<file path="config.mk">
export PLATFORM = sky130hd
export DESIGN_NAME = heartbeat_stall_watchdog_top
export DESIGN_NICKNAME = d
export VERILOG_FILES = /design/src/sv/hbsw_pkg.sv /design/src/sv/hbsw_cfg.sv /design/src/sv/hbsw_tracker.sv /design/src/sv/heartbeat_stall_watchdog_top.sv
export SDC_FILE = /design/constraint.sdc
export NUM_CORES = 1
export LEC_CHECK = 0
export BUFFER_PORTS_ARGS = -buffer_cell sky130_fd_sc_hd__buf_2
export CAP_MARGIN = 30
export CORE_MARGIN = 2
export CORE_UTILIZATION = 25
export DETAILED_ROUTE_END_ITERATION = 16
export PLACE_DENSITY = 0.36
export SLEW_MARGIN = 20
export SYNTH_ARGS = -nofsm -noshare
export SYNTH_HDL_FRONTEND = slang
export SYNTH_SLANG_ARGS = --single-unit
</file>
<file path="constraint.sdc">
create_clock -name clk -period 19.1 [get_ports clk]
set_clock_uncertainty 0.1 [all_clocks]
set_input_delay 0.955 -clock clk [delete_from_list [all_inputs] [get_ports clk]]
set_output_delay 0.955 -clock clk [all_outputs]
set_load 0.01 [all_outputs]
</file>
<file path="src/sv/hbsw_pkg.sv">
package hbsw_pkg;

  localparam int CFG_IDX_W  = 2;
  localparam int CFG_DATA_W = 16;

  localparam logic [CFG_IDX_W-1:0] REG_POLL_INTERVAL = 2'd0;
  localparam logic [CFG_IDX_W-1:0] REG_STALL_TIMEOUT = 2'd1;
  localparam logic [CFG_IDX_W-1:0] REG_STRIKE_LIMIT  = 2'd2;
  localparam logic [CFG_IDX_W-1:0] REG_RUNNING_CODE  = 2'd3;

  localparam logic [15:0] POLL_INTERVAL_RST = 16'd50;
  localparam logic [15:0] STALL_TIMEOUT_RST = 16'd500;
  localparam logic [7:0]  STRIKE_LIMIT_RST  = 8'd3;
  localparam logic [7:0]  RUNNING_CODE_RST  = 8'd2;

  localparam logic [7:0]  STRIKE_MAX = 8'hFF;

  typedef struct packed {
    logic [15:0] poll_interval;
    logic [15:0] stall_timeout;
    logic [7:0]  strike_limit;
    logic [7:0]  running_code;
  } cfg_t;

  typedef struct packed {
    logic        safe_active;
    logic        tripped_now;
    logic [31:0] trips_total;
    logic [7:0]  strikes;
    logic [31:0] last_trip_at;
    logic [31:0] uptime;
    logic [31:0] own_beats;
    logic [7:0]  fault_code;
  } result_t;

endpackage

</file>
<file path="src/sv/hbsw_cfg.sv">
module hbsw_cfg (
  input  logic                             clk,
  input  logic                             rst,
  input  logic                             cfg_write,
  input  logic [hbsw_pkg::CFG_IDX_W-1:0]   cfg_index,
  input  logic [hbsw_pkg::CFG_DATA_W-1:0]  cfg_data,
  output hbsw_pkg::cfg_t                   cfg
);

  always_ff @(posedge clk) begin
    if (rst) begin
      cfg.poll_interval <= hbsw_pkg::POLL_INTERVAL_RST;
      cfg.stall_timeout <= hbsw_pkg::STALL_TIMEOUT_RST;
      cfg.strike_limit  <= hbsw_pkg::STRIKE_LIMIT_RST;
      cfg.running_code  <= hbsw_pkg::RUNNING_CODE_RST;
    end else if (cfg_write) begin
      case (cfg_index)
        hbsw_pkg::REG_POLL_INTERVAL: cfg.poll_interval <= cfg_data;
        hbsw_pkg::REG_STALL_TIMEOUT: cfg.stall_timeout <= cfg_data;
        hbsw_pkg::REG_STRIKE_LIMIT:  cfg.strike_limit  <= cfg_data[7:0];
        hbsw_pkg::REG_RUNNING_CODE:  cfg.running_code  <= cfg_data[7:0];
        default: ;
      endcase
    end
  end

endmodule

</file>
<file path="src/sv/hbsw_tracker.sv">
module hbsw_tracker (
  input  logic                clk,
  input  logic                rst,
  input  hbsw_pkg::cfg_t      cfg,
  input  logic                fire,
  input  logic [31:0]         count,
  input  logic [7:0]          state_code,
  output hbsw_pkg::result_t   res
);

  logic        baseline_taken, baseline_taken_next;
  logic [31:0] last_count, last_count_next;
  logic [16:0] stall_time, stall_time_next;
  logic [31:0] uptime_reg, uptime_reg_next;
  logic [31:0] beat_reg, beat_reg_next;
  logic        safe_flag, safe_flag_next;
  logic [31:0] trip_total_reg, trip_total_reg_next;
  logic [7:0]  strike_reg, strike_reg_next;
  logic [31:0] trip_time_reg, trip_time_reg_next;
  logic [7:0]  fault_reg, fault_reg_next;

  logic        healthy;
  logic        active;
  logic [16:0] stall_sum;
  logic        tripped;

  assign healthy   = (state_code == cfg.running_code) && (count != last_count);
  assign active    = state_code >= cfg.running_code;
  assign stall_sum = stall_time + {1'b0, cfg.poll_interval};

  always_comb begin
    baseline_taken_next = baseline_taken;
    last_count_next     = last_count;
    stall_time_next     = stall_time;
    uptime_reg_next     = uptime_reg;
    beat_reg_next       = beat_reg;
    safe_flag_next      = safe_flag;
    trip_total_reg_next = trip_total_reg;
    strike_reg_next     = strike_reg;
    trip_time_reg_next  = trip_time_reg;
    fault_reg_next      = fault_reg;
    tripped             = 1'b0;

    if (!baseline_taken) begin
      baseline_taken_next = 1'b1;
      last_count_next     = count;
    end else begin
      uptime_reg_next = uptime_reg + {16'd0, cfg.poll_interval};
      beat_reg_next   = beat_reg + 32'd1;
      if (healthy) begin
        last_count_next = count;
        stall_time_next = '0;
        if (safe_flag && (strike_reg < cfg.strike_limit)) begin
          safe_flag_next  = 1'b0;
          strike_reg_next = '0;
        end
      end else if (active) begin
        stall_time_next = stall_sum;
        if (stall_sum >= {1'b0, cfg.stall_timeout}) begin
          tripped             = 1'b1;
          trip_total_reg_next = trip_total_reg + 32'd1;
          if (strike_reg != hbsw_pkg::STRIKE_MAX) begin
            strike_reg_next = strike_reg + 8'd1;
          end
          // trip time takes the uptime already advanced on this tick
          trip_time_reg_next = uptime_reg_next;
          fault_reg_next     = state_code;
          safe_flag_next     = 1'b1;
          stall_time_next    = '0;
          last_count_next    = count;
        end
      end
    end
  end

  always_ff @(posedge clk) begin
    if (rst) begin
      baseline_taken <= 1'b0;
      last_count     <= '0;
      stall_time     <= '0;
      uptime_reg     <= '0;
      beat_reg       <= '0;
      safe_flag      <= 1'b0;
      trip_total_reg <= '0;
      strike_reg     <= '0;
      trip_time_reg  <= '0;
      fault_reg      <= '0;
    end else if (fire) begin
      baseline_taken <= baseline_taken_next;
      last_count     <= last_count_next;
      stall_time     <= stall_time_next;
      uptime_reg     <= uptime_reg_next;
      beat_reg       <= beat_reg_next;
      safe_flag      <= safe_flag_next;
      trip_total_reg <= trip_total_reg_next;
      strike_reg     <= strike_reg_next;
      trip_time_reg  <= trip_time_reg_next;
      fault_reg      <= fault_reg_next;
    end
  end

  always_comb begin
    res.safe_active  = safe_flag_next;
    res.tripped_now  = tripped;
    res.trips_total  = trip_total_reg_next;
    res.strikes      = strike_reg_next;
    res.last_trip_at = trip_time_reg_next;
    res.uptime       = uptime_reg_next;
    res.own_beats    = beat_reg_next;
    res.fault_code   = fault_reg_next;
  end

endmodule

</file>
<file path="src/sv/heartbeat_stall_watchdog_top.sv">
// heartbeat stall watchdog
// tick channel: tick_valid / tick_stall carry one poll transaction (seen_count,
// seen_state); a transaction is taken at an edge with tick_valid high and
// tick_stall low.
// result channel: result_valid / result_stall carry one result transaction per
// tick, the status fields after that tick was judged.
// config: cfg_write with cfg_index / cfg_data writes poll_interval (0),
// stall_timeout (1), strike_limit (2) or running_code (3); write only while idle.
// stages: a taken tick passes two register stages: the input register, then the
// result register.
// throughput: one tick per clock cycle unless the receiver stalls; the update
// is a single pass of compares and adds between the input and result registers.
// receiver stall: the result register holds its transaction, the input register
// keeps one more tick, and tick_stall rises while that tick cannot move on.
// reset (rst, synchronous): both stages empty, config back to its defaults,
// all watchdog state cleared; the first tick after reset only takes a baseline.
module heartbeat_stall_watchdog_top (
  input  logic                             clk,
  input  logic                             rst,
  input  logic                             cfg_write,
  input  logic [hbsw_pkg::CFG_IDX_W-1:0]   cfg_index,
  input  logic [hbsw_pkg::CFG_DATA_W-1:0]  cfg_data,
  input  logic                             tick_valid,
  output logic                             tick_stall,
  input  logic [31:0]                      seen_count,
  input  logic [7:0]                       seen_state,
  output logic                             result_valid,
  input  logic                             result_stall,
  output logic                             safe_active,
  output logic                             tripped_now,
  output logic [31:0]                      trips_total,
  output logic [7:0]                       strikes,
  output logic [31:0]                      last_trip_at,
  output logic [31:0]                      uptime,
  output logic [31:0]                      own_beats,
  output logic [7:0]                       fault_code
);

  hbsw_pkg::cfg_t    cfg;
  hbsw_pkg::result_t res;

  logic        in_valid;
  logic [31:0] in_count;
  logic [7:0]  in_state;
  logic        advance;
  logic        fire;
  logic        take;

  assign advance    = !result_valid || !result_stall;
  assign fire       = in_valid && advance;
  assign tick_stall = in_valid && !advance;
  assign take       = tick_valid && !tick_stall;

  hbsw_cfg u_cfg (
    .clk       (clk),
    .rst       (rst),
    .cfg_write (cfg_write),
    .cfg_index (cfg_index),
    .cfg_data  (cfg_data),
    .cfg       (cfg)
  );

  hbsw_tracker u_tracker (
    .clk        (clk),
    .rst        (rst),
    .cfg        (cfg),
    .fire       (fire),
    .count      (in_count),
    .state_code (in_state),
    .res        (res)
  );

  // input register
  always_ff @(posedge clk) begin
    if (rst) begin
      in_valid <= 1'b0;
    end else if (take) begin
      in_valid <= 1'b1;
    end else if (fire) begin
      in_valid <= 1'b0;
    end
  end

  always_ff @(posedge clk) begin
    if (take) begin
      in_count <= seen_count;
      in_state <= seen_state;
    end
  end

  // result register
  always_ff @(posedge clk) begin
    if (rst) begin
      result_valid <= 1'b0;
    end else if (advance) begin
      result_valid <= in_valid;
    end
  end

  always_ff @(posedge clk) begin
    if (fire) begin
      safe_active  <= res.safe_active;
      tripped_now  <= res.tripped_now;
      trips_total  <= res.trips_total;
      strikes      <= res.strikes;
      last_trip_at <= res.last_trip_at;
      uptime       <= res.uptime;
      own_beats    <= res.own_beats;
      fault_code   <= res.fault_code;
    end
  end

endmodule

</file>
==> results of run 1 <==
## path summary, 6_finish.rpt
check	start	to	cells past startpoint	slack (ns)
max	u_cfg.cfg[35]$_SDFFE_PP0P_	last_trip_at[16]$_DFFE_PP_	17	13.26
min	u_tracker.stall_time[7]$_SDFFE_PP0P_	u_tracker.stall_time[7]$_SDFFE_PP0P_	2	0.35
max reg2reg	u_cfg.cfg[35]$_SDFFE_PP0P_	last_trip_at[16]$_DFFE_PP_	17	13.26
min reg2reg	u_tracker.stall_time[7]$_SDFFE_PP0P_	u_tracker.stall_time[7]$_SDFFE_PP0P_	2	0.35
## layout make-up
cell class / instances / area (sq um) / area share [%]
multi-input combinational: 1465 / 9030 / 37.5
inverter: 57 / 219 / 0.908
timing repair buffer: 230 / 1230 / 5.09
clock buffer: 71 / 1490 / 6.17
antenna: 1 / 2.50 / 0.0104
clock inverter: 30 / 327 / 1.35
sequential: 431 / 10500 / 43.5
tap: 1060 / 1330 / 5.50
## worst register-to-register path, cell delays in order, from the launching register on
cell       delay (ns)
dfxtp_1          0.33
ha_1             0.36
o21ai_0          0.13
o21a_1           0.20
o31ai_1          0.43
nand2_1          0.15
o21ai_0          0.30
nor2_1           0.09
xnor2_1          0.22
ha_1             0.30
a2111oi_0        0.33
o21ai_0          0.18
o31ai_1          0.42
o2111a_1         0.30
or3_4            0.57
inv_1            0.50
buf_4            0.35
mux2_2           0.31
## stage by stage
step | power, mW | instance area [sq um] | utilization, % | hold WS, ns
2_1_floorplan | 1.12 | 20100 | - | 0.334
3_3_place_gp | 1.17 | 22300 | 27.8 | 0.342
3_5_place_dp | 1.18 | 22300 | 27.8 | 0.347
4_1_cts | 2.25 | 24100 | 30.1 | 0.355
5_1_grt | 2.30 | 24100 | 30.1 | 0.371
6_report | 2.20 | 24100 | 30.1 | 0.352
## power groups by stage
stage	sequential, mW	combinational (mW)	clock [mW]
CTS	1.01	0.144	1.09
global placement	1.03	0.142	0
detailed placement	1.03	0.143	0
global route	1.01	0.158	1.13
floorplan	1.03	0.0806	0
finish	1.01	0.140	1.05
## per-layer routing
metal	up-vias	track usage (%)	share of wire [%]
li1	7602	-	-
met1	7157	17.9	47
met2	233	22.3	47
met3	82	2.46	3.8
met4	8	3.43	2.0
met5	-	0	0.066
## layout by cell type, fill, tap and decap left out, drive strengths merged, types with 30 or more instances in the layout
cell type and count:
clkbuf 72, nand3 65, xnor2 71, nand2 354, o21ai 75, dfxtp 245
nor3 34, a21oi 150, xor2 106, buf 229, nor2 165, mux2i 32
edfxtp 186, inv 59, ha 66, or3 32, mux2 30
## cell families after synthesis
| kind of cell | Yosys count | share of synthesized area (%) |
|---|---|---|
| xor+xnor | 177 | 7.70 |
| fa+ha+maj | 68 | 4.30 |
| flops | 431 | 52.1 |
| simple gates | 813 | 19.0 |
| buf+inv | 165 | 3.33 |
| compound gates | 345 | 10.3 |
| mux | 62 | 3.27 |
==> impl_metrics.py, run 1 <==
metrics = {
    "logic_synthesis": {
        "synth-edff-count": 186,
        "async_flop_share_pct": 0,
        "synth_cell_types": 75,
        "ys.warnings.count": 0,
        "synth_area_leaders": "edfxtp_1 (28%), dfxtp_1 (24%), nand2_1 (6.6%)",
        "yosysMostFrequentCell": "nand2_1",
        "netlist.area_leader.share_pct": 27.7,
        "synth_top_area_cell": "edfxtp_1",
        "syn_avg_cell_area_sq_um": 9.77,
        "synth_cells": 2061,
        "synth-seq-cells": 431,
        "synth_fp_nets": 2192,
        "synth-main-ff-cell": "dfxtp_1",
        "synth_area_sq_um": 20100,
        "ys_seq_area_share_pct": 52.1,
        "synthTopCellsByCount": "nand2_1 (354), dfxtp_1 (245), edfxtp_1 (186)",
    },
    "timing": {
        "maxSlewViolCount": 0,
        "worstMarginPinSlew_ns": 0.994,
        "rsz0062_at_grt": "false",
        "period_needed_ns": 5.84,
        "fin_crit_sh_pct": 30.6,
        "slew_headroom_pct": 33.1,
        "finalSetupViolCount": 0,
        "hold_viol_final": 0,
        "max_freq_mhz": 171,
        "fin_setup_tns_ns": 0,
        "fin_ws_ns": 13.26,
    },
    "global_route": {
        "grt-ovfl-total": 0,
        "grt_pass1_wl_microns": 87100,
        "grt_max_degree": 104,
        "grtUsageTotal_pct": 13.4,
        "antenna_found_initial": 6,
        "grt_pass1_vias": 14700,
    },
    "layout": {
        "fillers": 8421,
        "fin_nets": 2370,
        "largest-register": "u_cfg.cfg",
        "drive_gt1_share_pct": 16.9,
        "fin_cells": 3345,
        "synthToLayoutAreaGrowth_pct": 19.7,
        "largest_reg_flops": 48,
    },
    "critical_path": {
        "arrival_ns": 6.08,
        "critPathMaxStageDelay_ns": 0.57,
        "path_buf_inv": 2,
        "cp_common_cell": "o21ai_0",
        "cp-start-kind": "flip-flop",
        "path_delay_family": "compound AO/OA/AOI/OAI gates",
        "crit_required_ns": 19.34,
        "crit_type": "flip-flop to flip-flop",
        "cp_slowest_cell": "or3_4",
        "worstPathMaxFanout": 52,
        "cp-end-kind": "flip-flop",
        "path_cells": "ha_1 -> o21ai_0 -> o21a_1 -> o31ai_1 -> nand2_1 -> o21ai_0 -> nor2_1 -> xnor2_1 -> ha_1 -> a2111oi_0 -> o21ai_0 -> o31ai_1 -> o2111a_1 -> or3_4 -> inv_1 -> buf_4 -> mux2_2",
    },
    "pwr": {
        "p_leak_nw": 9.27,
        "p_switching_mw": 0.530,
        "vdd_drop_max_uv": 70.2,
        "powerDensity_nw_per_um2": 91.2,
        "p_seq_share_pct": 46.0,
        "intPower_mw": 1.67,
        "switching_share_pct": 24.1,
        "p_clk_share_pct": 47.7,
        "pwr-share-comb_pct": 6.4,
    },
    "clock_network": {
        "cts_buffers": 54,
        "cts_tree": "yes",
        "clock_sinks": 431,
        "cts_root_buf": "clkbuf_16",
        "postCtsHoldBufs": 0,
        "cts_resized": 0,
        "h-tree-depth": 2,
        "clk_pin_slew_ns": 0.06,
        "postCtsSetupRepairBufs": 0,
        "clk-insertion-delay-late_ns": 0.61,
        "clk_path_buf_depth": 3,
    },
    "die": {
        "die_w_microns": 288,
        "rows": 104,
        "fp.coreArea_sq_um": 80200,
        "dieArea_sq_um": 82800,
        "fp.dieH_microns": 288,
        "top_level_ports": 211,
        "start_util_pct": 25.1,
    },
    "detailed_routing": {
        "ant_nets": 0,
        "wirelength_microns": 56400,
        "vias": 15100,
        "wl_per_cell_microns": 16.9,
        "vias_per_cell": 4.51,
        "dr.first_iter.drc_count": 775,
        "first_pass_iters": 5,
        "drc": 0,
    },
    "placed_design": {
        "port_buffers": 210,
        "gp_congestion": 0.770,
        "dp.final_hpwl_microns": 38300,
        "dpl_worst_slack_ns": 13.25,
        "place_inst": 3242,
    },
    "min_path": {
        "min_path_type": "flip-flop to flip-flop",
    },
    "status": {
        "status": "finished clean",
    },
    "run": {
        "maxCapViolations": 0,
    },
}
(Power assumes the default switching activity.)
==> inputs of run 2 (changes only) <==
Settings changed: PLACE_DENSITY 0.36 to 0.38.
Clock period 19.1 ns to 5.35 ns, I/O delays scaled along.
==> run 2 against run 1 <==
Sequential cell count unchanged. Global-route usage down 0.12 points. Final cell count up 2.0%. Critical endpoint is now u_tracker.trip_total_reg[31]$_SDFFE_PP0P_. Maximum frequency up 18%. Wire length down 0.74%. Worst hold slack worse by 0.24 ns. Largest cell class unchanged. Worst setup slack worse by 13 ns. Sequential share of layout area down 1.0 points. First-iteration DRC count up 5.5%.
==> impl_metrics.py, run 2 (synthesis results as in run 1) <==
metrics = {
    "status": {
        "status": "finished clean",
    },
    "die": {
        "fp.dieH_microns": 288,
        "fp.coreArea_sq_um": 80200,
        "dieArea_sq_um": 82800,
        "start_util_pct": 25.1,
        "top_level_ports": 211,
        "rows": 104,
        "die_w_microns": 288,
    },
    "detailed_routing": {
        "first_pass_iters": 5,
        "wirelength_microns": 56000,
        "drc": 0,
        "routed-wl-met3_microns": 2480,
        "wl_per_cell_microns": 16.4,
        "wl_met1_microns": 26000,
        "ant_nets": 0,
        "highest_layer": "met5",
        "vias": 15400,
        "dr.first_iter.drc_count": 818,
        "vias_per_cell": 4.51,
        "wl_met2_microns": 26300,
    },
    "critical_path": {
        "crit_type": "flip-flop to flip-flop",
        "critPathMaxStageDelay_ns": 0.43,
        "worstPathMaxFanout": 52,
        "cp-start-kind": "flip-flop",
        "cp-end-kind": "flip-flop",
        "path_buf_inv": 1,
        "path_delay_family": "compound AO/OA/AOI/OAI gates",
        "cp_slowest_cell": "o31ai_1",
        "r2r_setup_slack_ns": 0.40,
        "arrival_ns": 5.35,
        "crit_required_ns": 5.75,
        "path_cells": "ha_1 -> o21ai_0 -> o21a_1 -> o31ai_1 -> nand2_1 -> o21ai_0 -> nor2_1 -> xnor2_1 -> ha_1 -> nand4_1 -> a2111oi_0 -> o31ai_2 -> o2111a_1 -> or3_4 -> buf_12 -> nor4_1 -> mux2_2",
    },
    "clock_network": {
        "h-tree-depth": 2,
        "postCtsSetupRepairBufs": 0,
        "clk_path_buf_depth": 3,
        "cts_buffers": 53,
        "clock_sinks": 431,
        "clk-insertion-delay-late_ns": 0.61,
        "clk_pin_slew_ns": 0.06,
        "cts_root_buf": "clkbuf_16",
        "cts_tree": "yes",
    },
    "global_route": {
        "grt_max_degree": 132,
        "grt_pass1_vias": 15100,
        "grt_pass1_wl_microns": 87000,
        "antenna_found_initial": 6,
        "grtUsageTotal_pct": 13.3,
        "grt-ovfl-total": 0,
    },
    "min_path": {
        "min_path_type": "input port to flip-flop",
    },
    "layout": {
        "final_cell_mix": "nand2_1 (353), dfxtp_1 (244), buf_2 (209)",
        "mostFrequentLayoutCell": "nand2_1",
        "synthToLayoutAreaGrowth_pct": 22.6,
        "fin_nets": 2434,
        "post-route-util_pct": 30.8,
        "largest-register": "u_cfg.cfg",
        "largest_reg_flops": 48,
        "drive_gt1_share_pct": 16.1,
        "stdcell_area_sq_um": 24700,
    },
    "placed_design": {
        "dpl_worst_slack_ns": 0.375,
        "dp.final_hpwl_microns": 38300,
        "port_buffers": 210,
        "gp_congestion": 0.794,
        "placed_area_sq_um": 22400,
    },
    "timing": {
        "period_needed_ns": 4.95,
        "rsz0062_at_grt": "false",
        "hold_viol_final": 0,
        "fin_ws_ns": 0.398,
        "slew_headroom_pct": 39.0,
        "maxSlewViolCount": 0,
        "fin_crit_sh_pct": 92.6,
        "finalSetupViolCount": 0,
        "worstMarginPinSlew_ns": 0.914,
        "fin_setup_tns_ns": 0,
        "max_freq_mhz": 202,
    },
    "pwr": {
        "vdd_drop_max_uv": 222,
        "p_leak_nw": 9.50,
        "total_power_mw": 7.68,
        "powerDensity_nw_per_um2": 311,
    },
    "run": {
        "maxCapViolations": 0,
    },
}
[run 2: per-layer routing]
layer | track usage [%] | vias up
met1 | 17.5 | 7298
met5 | 0 | -
met4 | 3.52 | 4
met2 | 22.1 | 264
met3 | 2.63 | 82
li1 | - | 7729
[run 2: report_power, final]
part,switching (mW),internal (mW)
Combinational,0.338,0.209
Sequential,0.0648,3.54
Clock,1.46,2.07
[run 2: area by class of cell]
class | count | area, sq um
Tap cell | 1060 | 1330
Inverter | 57 | 219
Fill cell | 8420 | 55500
Antenna cell | 4 | 10.0
Clock buffer | 76 | 1480
Multi-Input combinational cell | 1465 | 9040
Clock inverter | 23 | 209
Timing Repair Buffer | 295 | 1920
Sequential cell | 431 | 10500
[run 2: stage by stage]
stage | hold slack [ns] | std cells
5_1_grt | 0.118 | 3410
3_5_place_dp | 0.346 | 3248
4_1_cts | 0.0496 | 3405
2_1_floorplan | 0.266 | 2061
3_3_place_gp | 0.343 | 3248
6_report | 0.109 | 3411
[run 2: worst register-to-register path: cells and delay by family, from the launching register on]
family	cells	cell delay, ns
AO/OA/AOI/OAI	7	1.80
XOR/XNOR	1	0.15
adder cells (fa/ha/maj)	2	0.68
buffers and inverters	1	0.20
flip-flops	1	0.33
multiplexers	1	0.37
AND/OR/NAND/NOR	5	1.23
[run 2: worst paths after layout]
kind | from | end | cells past startpoint
worst min register to register | u_tracker.trip_time_reg[2]$_SDFFE_PP0P_ | u_tracker.trip_time_reg[2]$_SDFFE_PP0P_ | 2
worst max register to register | u_cfg.cfg[35]$_SDFFE_PP0P_ | u_tracker.trip_total_reg[31]$_SDFFE_PP0P_ | 17
worst min-delay path | cfg_index[0] | u_cfg.cfg[10]$_SDFFE_PP0P_ | 4
worst max-delay path | u_cfg.cfg[35]$_SDFFE_PP0P_ | u_tracker.trip_total_reg[31]$_SDFFE_PP0P_ | 17
[run 2: repair_timing]
action | CTS | global route
hold buffers | 58 | 1
setup endpoints to repair | 0 | 69
endpoints found under the hold margin | 90 | 10
gates resized for setup | 0 | 4
==> inputs of run 3 (changes only) <==
Settings changed: PLACE_DENSITY 0.38 to 0.52.
Clock period 5.35 ns to 4.4 ns, I/O delays scaled along.
==> run 3 against run 2 <==
Clock power increased by 23%. Core utilization up 2.2 points. Combinational power is 46% higher. First-iteration DRC count grew 16%. Critical path type unchanged. Non-clock buffer count increased by 87. The flow now finishes with violations (setup timing). Clock-buffer cell count fell by 7. Largest power group unchanged. Critical path depth rose by 3. Highest routed layer unchanged. Wire length grew 4.7%.
==> impl_metrics.py, run 3 (synthesis results as in run 1) <==
metrics = {
    "status": {
        "status": "finished with violations",
        "violations": "setup timing",
    },
    "layout": {
        "stdcell_area_sq_um": 26500,
        "fin_nets": 2519,
        "fillers": 8127,
        "final_cell_mix": "nand2_1 (346), dfxtp_1 (237), buf_2 (210)",
        "largest-register": "u_cfg.cfg",
        "largest_reg_flops": 48,
        "drive_gt1_share_pct": 23.1,
        "mostFrequentLayoutCell": "nand2_1",
        "synthToLayoutAreaGrowth_pct": 31.3,
    },
    "pwr": {
        "vdd_drop_max_uv": 240,
        "powerDensity_nw_per_um2": 360,
        "switching_share_pct": 24.0,
        "p_clk_share_pct": 45.5,
        "p_seq_share_pct": 46.1,
        "intPower_mw": 7.24,
        "pwr-share-comb_pct": 8.4,
        "p_switching_mw": 2.28,
        "p_leak_nw": 10.5,
    },
    "detailed_routing": {
        "wl_per_cell_microns": 16.8,
        "vias_per_cell": 4.63,
        "first_pass_iters": 5,
        "vias": 16200,
        "dr.first_iter.drc_count": 947,
        "drc": 0,
        "ant_nets": 0,
        "wirelength_microns": 58600,
    },
    "timing": {
        "fin_setup_tns_ns": -0.0324,
        "worstMarginPinSlew_ns": 1.09,
        "period_needed_ns": 4.43,
        "maxSlewViolCount": 0,
        "rsz0062_at_grt": "true",
        "fin_crit_sh_pct": 101,
        "finalSetupViolCount": 1,
        "whs_ns": 0.0736,
        "max_freq_mhz": 226,
        "slew_headroom_pct": 27.1,
        "fin_ws_ns": -0.0324,
        "hold_viol_final": 0,
    },
    "critical_path": {
        "worst-r2r-cell-count": 20,
        "r2r_setup_slack_ns": -0.03,
        "cp-end-kind": "flip-flop",
        "arrival_ns": 4.65,
        "r2r_start": "u_tracker.stall_time[0]$_SDFFE_PP0P_",
        "cp-start-kind": "flip-flop",
        "worstPathMaxFanout": 6,
        "worstReg2RegEnd": "trips_total[25]$_DFFE_PP_",
        "crit_required_ns": 4.62,
        "crit_type": "flip-flop to flip-flop",
    },
    "placed_design": {
        "dpl_worst_slack_ns": -0.341,
        "placed_area_sq_um": 22800,
        "gp_congestion": 0.829,
        "port_buffers": 210,
        "dp.final_hpwl_microns": 38900,
    },
    "clock_network": {
        "clk_path_buf_depth": 3,
        "clk_pin_slew_ns": 0.07,
        "clock_sinks": 431,
        "clk-insertion-delay-late_ns": 0.59,
        "h-tree-depth": 2,
        "cts_buffers": 51,
        "cts_root_buf": "clkbuf_16",
        "cts_tree": "yes",
    },
    "global_route": {
        "grt_pass1_vias": 15700,
        "grtUsageTotal_pct": 13.2,
        "grt_max_degree": 125,
        "antenna_found_initial": 10,
        "grt-ovfl-total": 0,
        "grt_pass1_wl_microns": 86900,
    },
    "die": {
        "fp.dieH_microns": 288,
        "rows": 104,
        "top_level_ports": 211,
        "die_w_microns": 288,
        "start_util_pct": 25.1,
        "fp.coreArea_sq_um": 80200,
        "dieArea_sq_um": 82800,
    },
    "min_path": {
        "holdPathEnd": "u_cfg.cfg[13]$_SDFFE_PP0P_",
        "min_path_type": "input port to flip-flop",
        "min-delay-start": "cfg_index[0]",
        "whs_path_depth": 4,
    },
    "run": {
        "maxCapViolations": 0,
    },
}
-- run 3: worst max-delay path: stages (launching register included) --
cell and delay [ns]:
dfxtp_2 0.35, ha_4 0.14, inv_2 0.03, fa_2 0.37, nor2b_4 0.13, o2111ai_2 0.15
buf_4 0.16, nand3_2 0.10, a211oi_2 0.08, xnor2_1 0.15, ha_1 0.30, nand2_1 0.05
a31o_1 0.24, a2111oi_4 0.30, o31ai_2 0.12, o2111a_1 0.15, or3_4 0.45, buf_4 0.17
buf_12 0.14, or3_4 0.34, xnor2_2 0.13
-- run 3: area by class of cell --
cell class                      instances  area (sq um)  share of cell area [%]
Clock inverter                         25           302                    1.14
Sequential cell                       431         10500                    39.7
Inverter                               57           219                   0.828
Timing Repair Buffer                  382          2990                    11.3
Antenna cell                            6          15.0                  0.0568
Multi-Input combinational cell       1465          9690                    36.6
Clock buffer                           69          1400                    5.31
Tap cell                             1060          1330                    5.01
-- run 3: power by group through the flow --
stage / Clock (mW) / Combinational, mW / Sequential, mW
CTS: 4.49 / 0.743 / 4.39
global route: 4.62 / 0.877 / 4.40
global placement: 0 / 0.646 / 4.47
detailed placement: 0 / 0.660 / 4.48
floorplan: 0 / 0.350 / 4.49
finish: 4.33 / 0.800 / 4.39
-- run 3: repair_timing --
| item | in CTS | in global routing |
|---|---|---|
| pin swaps | 48 | 53 |
| gates resized for setup | 85 | 99 |
| buffers inserted | 15 | 20 |
| hold endpoints to repair | 90 | 0 |
| cloned | 5 | 10 |
| endpoints found under the setup margin | 211 | 207 |
| hold buffers | 59 | 0 |
-- run 3: per-stage QoR --
stage / power (mW) / utilization (%) / std cells
floorplan: 4.84 / - / 2061
global placement: 5.12 / 28.4 / 3287
detailed placement: 5.14 / 28.4 / 3288
CTS: 9.62 / 32.0 / 3460
global route: 9.90 / 33.0 / 3494
finish: 9.52 / 33.0 / 3495
-- run 3: worst max-delay path by stage --
stage | from | cells after the start | end
6_report | u_tracker.stall_time[0]$_SDFFE_PP0P_ | 20 | trips_total[25]$_DFFE_PP_
5_1_grt | u_tracker.stall_time[0]$_SDFFE_PP0P_ | 20 | trips_total[25]$_DFFE_PP_
4_1_cts | u_tracker.stall_time[0]$_SDFFE_PP0P_ | 20 | strikes[6]$_DFFE_PP_
3_5_place_dp | u_tracker.stall_time[2]$_SDFFE_PP0P_ | 19 | u_tracker.trip_time_reg[14]$_SDFFE_PP0P_
3_3_place_gp | u_cfg.cfg[34]$_SDFFE_PP0P_ | 17 | strikes[1]$_DFFE_PP_
2_1_floorplan | u_cfg.cfg[32]$_SDFFE_PP0P_ | 20 | trips_total[6]$_DFFE_PP_
-- run 3: metal layers --
layer  vias to the layer above  routed length [microns]  global-route usage (%)
li1                       7899                        -                       -
met4                        10                     1530                    3.95
met2                       325                    28200                    22.3
met1                      7860                    26000                    16.9
met3                        98                     2820                    2.69
met5                         -                       73                       0
